$ cat config.mk
export PLATFORM = sky130hd
export DESIGN_NAME = swm_cell
export DESIGN_NICKNAME = d
export VERILOG_FILES = /design/src/design/swm_pkg.sv /design/src/design/swm_cell.sv
export SDC_FILE = /design/constraint.sdc
export NUM_CORES = 1
export LEC_CHECK = 0
export BUFFER_PORTS_ARGS = -buffer_cell sky130_fd_sc_hd__buf_2
export CAP_MARGIN = 10
export CELL_PAD_IN_SITES_DETAIL_PLACEMENT = 0
export CELL_PAD_IN_SITES_GLOBAL_PLACEMENT = 2
export CORE_ASPECT_RATIO = 2
export CORE_MARGIN = 5
export CORE_UTILIZATION = 23
export DETAILED_ROUTE_END_ITERATION = 16
export PLACE_DENSITY = 0.9
export SLEW_MARGIN = 0
export SYNTH_ARGS = -nofsm -noshare
export SYNTH_HDL_FRONTEND = slang
export SYNTH_SLANG_ARGS = --single-unit
export TNS_END_PERCENT = 100
$ cat constraint.sdc
create_clock -name clk_i -period 2.57 [get_ports clk_i]
set_input_delay 0.257 -clock clk_i [delete_from_list [all_inputs] [get_ports clk_i]]
set_output_delay 0.257 -clock clk_i [all_outputs]
set_load 0.01 [all_outputs]
$ cat src/design/swm_pkg.sv
// swm_pkg: widths, window limits and shared types of the running median filter
// used by the stream interfaces, the sorting cell and the top level
`timescale 1ns / 1ps

package swm_pkg;

  localparam int unsigned MaxWindow  = 64;
  localparam int unsigned SampleBits = 32;
  localparam int unsigned AgeBits    = $clog2(MaxWindow);
  localparam int unsigned CountBits  = $clog2(MaxWindow + 1);
  localparam int unsigned CfgBits    = 7;

  typedef logic signed [SampleBits-1:0] sample_t;
  typedef logic [AgeBits-1:0]           age_t;
  typedef logic [CountBits-1:0]         count_t;
  typedef logic [CfgBits-1:0]           cfg_t;

  // one slot of the sorted window
  typedef struct packed {
    logic    valid;
    age_t    age;
    sample_t value;
  } entry_t;

  // broadcast from the top level to every cell
  typedef struct packed {
    logic    accept;
    logic    clear;
    logic    full;
    age_t    old_age;
    sample_t sample;
  } cell_ctrl_t;

endpackage

$ cat src/design/swm_cell.sv
// swm_cell: one slot of the sorted window, removes the oldest entry and inserts
// the new sample together with its neighbors; depends on swm_pkg
`timescale 1ns / 1ps

module swm_cell (
  input  logic               clk_i,
  input  logic               rst_ni,
  input  swm_pkg::cell_ctrl_t ctrl_i,
  input  swm_pkg::entry_t    right_i,
  input  logic               right_lt_i,
  input  swm_pkg::entry_t    left_i,
  input  logic               left_lt_i,
  input  logic               rm_i,
  output swm_pkg::entry_t    self_o,
  output logic               self_lt_o,
  output swm_pkg::entry_t    shift_o,
  output logic               shift_lt_o,
  output logic               rm_o
);
  import swm_pkg::*;

  logic    valid_q, valid_d;
  age_t    age_q, age_d;
  sample_t value_q, value_d;
  logic    rm_here;
  logic    take_left;
  logic    take_new;

  always_comb begin
    self_o.valid = valid_q;
    self_o.age   = age_q;
    self_o.value = value_q;
    // an empty slot counts as larger than any sample
    self_lt_o    = !valid_q || (ctrl_i.sample < value_q);
    rm_here      = ctrl_i.full && valid_q && (age_q == ctrl_i.old_age);
    rm_o         = rm_i || rm_here;
    // window after the oldest entry has left
    shift_o      = rm_o ? right_i : self_o;
    shift_lt_o   = rm_o ? right_lt_i : self_lt_o;
  end

  always_comb begin
    take_left = left_i.valid && left_lt_i;
    take_new  = !take_left && shift_lt_o && left_i.valid;
    if (take_left) begin
      valid_d = 1'b1;
      age_d   = left_i.age + age_t'(1);
      value_d = left_i.value;
    end else if (take_new) begin
      valid_d = 1'b1;
      age_d   = '0;
      value_d = ctrl_i.sample;
    end else begin
      valid_d = shift_o.valid;
      age_d   = shift_o.age + age_t'(1);
      value_d = shift_o.value;
    end
  end

  always_ff @(posedge clk_i or negedge rst_ni) begin
    if (!rst_ni) begin
      valid_q <= 1'b0;
      age_q   <= '0;
    end else if (ctrl_i.clear) begin
      valid_q <= 1'b0;
      age_q   <= '0;
    end else if (ctrl_i.accept) begin
      valid_q <= valid_d;
      age_q   <= age_d;
    end
  end

  always_ff @(posedge clk_i) begin
    if (ctrl_i.accept && !ctrl_i.clear) begin
      value_q <= value_d;
    end
  end

endmodule

# Yosys cells after proc, flatten, opt, wreduce, memory -nomap -nowiden
# Cells that the tools add are included.
[word_totals]
output_inout_bits = 81
register_bits = 39
in_bits = 124
elab_cells = 31
[classes]
n_addsub = 2
eq_ne = 1
n_reduce_logical = 12
muxes = 12
n_lt_le_gt_ge = 1
[op_table]
columns = ["cell", "count"]
rows = [
  ["$mux W32", 2],
  ["$mux W39", 1],
  ["$lt A32 B32 Y1", 1],
  ["$mux W6", 4],
  ["$add A6 B1 Y6 const B", 2],
  ["$eq A6 B6 Y1", 1],
  ["$logic_and A1 B1 Y1", 6],
  ["$mux W1", 5],
  ["$logic_not A1 Y1", 3],
  ["$logic_or A1 B1 Y1", 2],
  ["$reduce_bool A2 Y1", 1],
]

# Longest topological paths before layout
[logic_depth]
word_depth = 10
mapped_depth = 13
depth_no_buf = 10

# Worst setup path before layout
# No wires, ideal clock.
[synth_path]
path_kind = "register to register"
from = "register value_q[2]"
to = "register value_q[10], data pin"
path_buffers = 2
required_ns = 2.301
setup_time_ns = 0.269
slack_ns = -0.310
arrival_time_ns = 2.611
synth_period_minus_slack_ns = 2.880
stages_incl_launch_ff = 13
path_cell_list = "edfxtp_1 > inv_1 > ha_1 > a211o_1 > a31oi_1 > o311a_1 > o41ai_1 > a31o_2 > nor3_1 > or3_1 > buf_2 > buf_6 > a211oi_2"
[synth_via]
elab_chain_cells = 7
[synth_rtl]
columns = ["item", "line_no", "text"]
rows = [
  ["start: declaration", "swm_cell.sv:24", "sample_t value_q, value_d;"],
  ["start signal: assignment", "swm_cell.sv:75", "value_q <= value_d;"],
  ["$lt A32 B32 Y1", "swm_cell.sv:34", "self_lt_o = !valid_q || (ctrl_i.sample < value_q);"],
  ["$logic_or A1 B1 Y1", "swm_cell.sv:34", ""],
  ["$mux W1", "swm_cell.sv:39", "shift_lt_o = rm_o ? right_lt_i : self_lt_o;"],
  ["$logic_and A1 B1 Y1 (2 in a row)", "swm_cell.sv:44", "take_new = !take_left && shift_lt_o && left_i.valid;"],
  ["$mux W32", "swm_cell.sv:49", "end else if (take_new) begin"],
  ["$mux W32", "swm_cell.sv:45", "if (take_left) begin"],
  ["via value_d[10]", "swm_cell.sv:24", ""],
]
# The timed path passes the listed nets, and every way through them passes these cells.
# A chain may end at the register's enable or synchronous reset.

# Worst setup path after layout
[layout_path]
from = "register value_q[2]"
to = "register value_q[6], data pin"
# Same word-level chain as after synthesis.

==> impl_metrics.ini <==
[detailed_routing]
ant_nets = 0
vias = 4214
drt_iter0_markers = 55
drtPass1Iterations = 4
wirelength_um = 15500
drt-wirelength-per-cell_um = 17.4
drt_drc_violations_left = 0
routed_via_density = 4.72

[clock_network]
cts_tree = built
htreeDepth = 2
clockBufferDepth = 2
insertion_delay_ns = 0.28
clkSlewWorstSetupHoldPaths_ns = 0.06
cts-buffers-inserted = 5
clkSinkCount = 39
root_buffer = clkbuf_16

[die]
io_pins = 205
rows = 66
die_x_um = 100
initial_core_util_pct = 23.3
die_h_um = 191
die_area_sq_mm = 0.0192
core_sq_mm = 0.0162

[timing]
hold_viol_final = 0
fin_crit_ns = 3.00
rsz0062_at_grt = true
max_freq_ghz = 0.334
fin_skew_ns = 0.00493
setup_tns_ns = -13.71
finalMaxSlewViolations = 0
maxSlewHeadroom_pct = 54.6
fin_ws_ns = -0.426
finalSetupViolCount = 41
post-route-period-util_pct = 117
fin_hold_ws_ns = 0.290
tightest_slew_ns = 0.679

[power]
p_leak_nw = 2.86
pwr-share-seq_pct = 32.8
p_int_mw = 1.56
ir_drop_mv = 0.277
power.switching_mw = 0.765
clkPwrFrac_pct = 27.0
combinationalPowerShare_pct = 40.1
switching_share_pct = 32.9
power_density_mw_per_mm2 = 386

[yosys]
syn_area_per_cell_sq_um = 9.09
synth.cell_area_sq_mm = 0.00376
synth.area.mux_share_pct = 11.6
ys.flop_type = edfxtp_1
synth_top_family_by_area = simple AND/OR/NAND/NOR gates
synthAdderAreaFrac_pct = 11.0
synth-xor-area-share_pct = 3.26
syn_nets = 571
synth_simple_gate_area_share_pct = 18.5
ys_warn_count = 0
ys_seq_elements = 39
synth_compound_area_share_pct = 18.0
synth.yosys.seq_area_share_pct = 30.2
synth_cells = 414
ys_types = 41
synth_edf_count = 32
async_reset_ff_share_pct = 17.9

[cells_and_area]
fin_cells = 892
drive_gt1_share_pct = 57.1
finalInstanceArea_sq_mm = 0.00602
syn2layout_area_growth_pct = 59.9
fin_nets = 842
fill_cells = 1801

[placed_design]
place_inst = 873
place_area_sq_mm = 0.00555
io_buffers = 204
place_congestion = 0.816
dp.final_hpwl_um = 11600

[worst_setup_path]
cp.arrival_ns = 3.11
path_max_fanout = 14
critPathKind = flip-flop to flip-flop
start_kind = flip-flop
crit_required_ns = 2.69
cp-end-kind = flip-flop

[global_routing]
grt_pass1_wl_um = 23000
antenna_found_initial = 2
grt_max_degree = 35
grt_pass1_vias = 4546
overflow = 0
grt_util_all_layers_pct = 15.4

[outcome]
violations = setup timing
status = finished, violations left

[worst_hold_path]
hold_path.class = primary input to flip-flop

[flow_run]
maxCapViolations = 0
## repair_timing
| action | in CTS | in global routing |
|---|---|---|
| setup endpoints to repair | 42 | 42 |
| endpoints found under the hold margin | 7 | 0 |
| buffers inserted | 5 | 0 |
| cloned | 2 | 1 |
| pin swaps | 5 | 6 |
| hold buffers | 1 | 0 |
| gates resized for setup | 17 | 18 |
## cells by family (layout without fill, tap and decap cells)
group / count (synthesis) / in the layout
other cells: 0 / 2
flops: 39 / 39
simple gates: 147 / 147
buf+inv: 66 / 338
fa+ha+maj: 33 / 33
xor+xnor: 14 / 14
compound gates: 76 / 76
mux: 39 / 39
## sequential cells by signal, indices dropped and copies added (netlist names)
signal,cells
age_q,6
valid_q,1
value_q,32
## worst max-delay path, stage by stage, from the launching register on
cell	delay [ns]
edfxtp_1	0.40
inv_2	0.09
ha_4	0.20
a211o_1	0.25
a31oi_1	0.14
o311a_1	0.28
o41ai_4	0.08
a31o_2	0.30
o22a_2	0.28
or3_4	0.40
buf_12	0.19
a211oi_2	0.21
## routing by layer
layer / up-vias / GRT usage, % / wire length [um]
li1: 2069 / - / -
met1: 1986 / 15.1 / 5360
met2: 134 / 31.1 / 9010
met3: 25 / 1.79 / 690
met4: 0 / 6.80 / 420
met5: - / 0 / 0
## metrics by stage
| stage | setup slack, ns | power [mW] | util (%) |
|---|---|---|---|
| 2_1_floorplan | -0.289 | 1.24 | - |
| 4_1_cts | -0.377 | 2.33 | 36.4 |
| 3_5_place_dp | -0.539 | 1.65 | 34.3 |
| 6_report | -0.426 | 2.32 | 37.2 |
| 3_3_place_gp | -0.469 | 1.64 | 34.3 |
| 5_1_grt | -0.532 | 2.46 | 37.2 |
## cell type report
type,count,area [sq um],share of cell area (%)
clock buffers,6,129,2.14
multi-input cells,309,2530,42.1
diodes,2,5.00,0.0832
clock inverters,2,7.51,0.125
well taps,204,255,4.24
flip-flops and latches,39,1140,18.9
inverters,36,135,2.25
repair buffers,294,1820,30.2
## power groups by stage
stage	registers [mW]	clock network (mW)	logic [mW]
floorplan	0.800	0	0.439
global placement	0.775	0	0.864
detailed placement	0.777	0	0.872
CTS	0.763	0.650	0.919
global route	0.769	0.666	1.02
finish	0.763	0.628	0.933
## worst paths after layout
kind	startpoint	cells past startpoint	endpoint	slack [ns]
worst max-delay path	value_q[2]$_DFFE_PP_	11	value_q[6]$_DFFE_PP_	-0.43
worst min register to register	age_q[5]$_DFFE_PN0P_	3	age_q[5]$_DFFE_PN0P_	0.71
max in group asynchronous	rst_ni	2	age_q[0]$_DFFE_PN0P_	2.06
worst min-delay path	ctrl_i[39]	2	age_q[5]$_DFFE_PN0P_	0.29
min in group asynchronous	rst_ni	2	age_q[4]$_DFFE_PN0P_	0.35
worst max register to register	value_q[2]$_DFFE_PP_	11	value_q[6]$_DFFE_PP_	-0.43
## cell usage after synthesis (7+ instances only)
cell,number,area (sq um)
inv_1,36,135
ha_1,33,413
dfrtp_1,7,175
nor2_1,73,274
edfxtp_1,32,961
xnor2_1,7,61.3
a21oi_1,19,95.1
xor2_1,7,61.3
nand2_1,14,52.6
clkbuf_1,20,75.1
a211oi_2,29,363
mux2_2,38,428
nor4_1,33,206
## layout by cell type (no fill, tap or decap), types with 3 or more instances in the layout
cell,netlist,layout
nor2_1,73,71
buf_2,5,204
xor2_1,7,7
inv_1,36,35
nor4_1,33,27
and3_1,4,4
nand2_1,14,13
o21ai_0,5,4
a21oi_1,19,19
o32ai_1,6,5
nor3_1,6,4
dfrtp_1,7,7
xnor2_1,7,7
edfxtp_1,32,32
nand4_1,4,4
buf_4,1,80
a211oi_2,29,32
nand3_1,5,5
buf_12,0,4
ha_1,33,29
ha_4,0,4
nor4_2,1,7
nand2b_1,4,3
mux2_2,38,38
clkbuf_16,0,6
No activity file was read; power rests on OpenSTA's default activity.
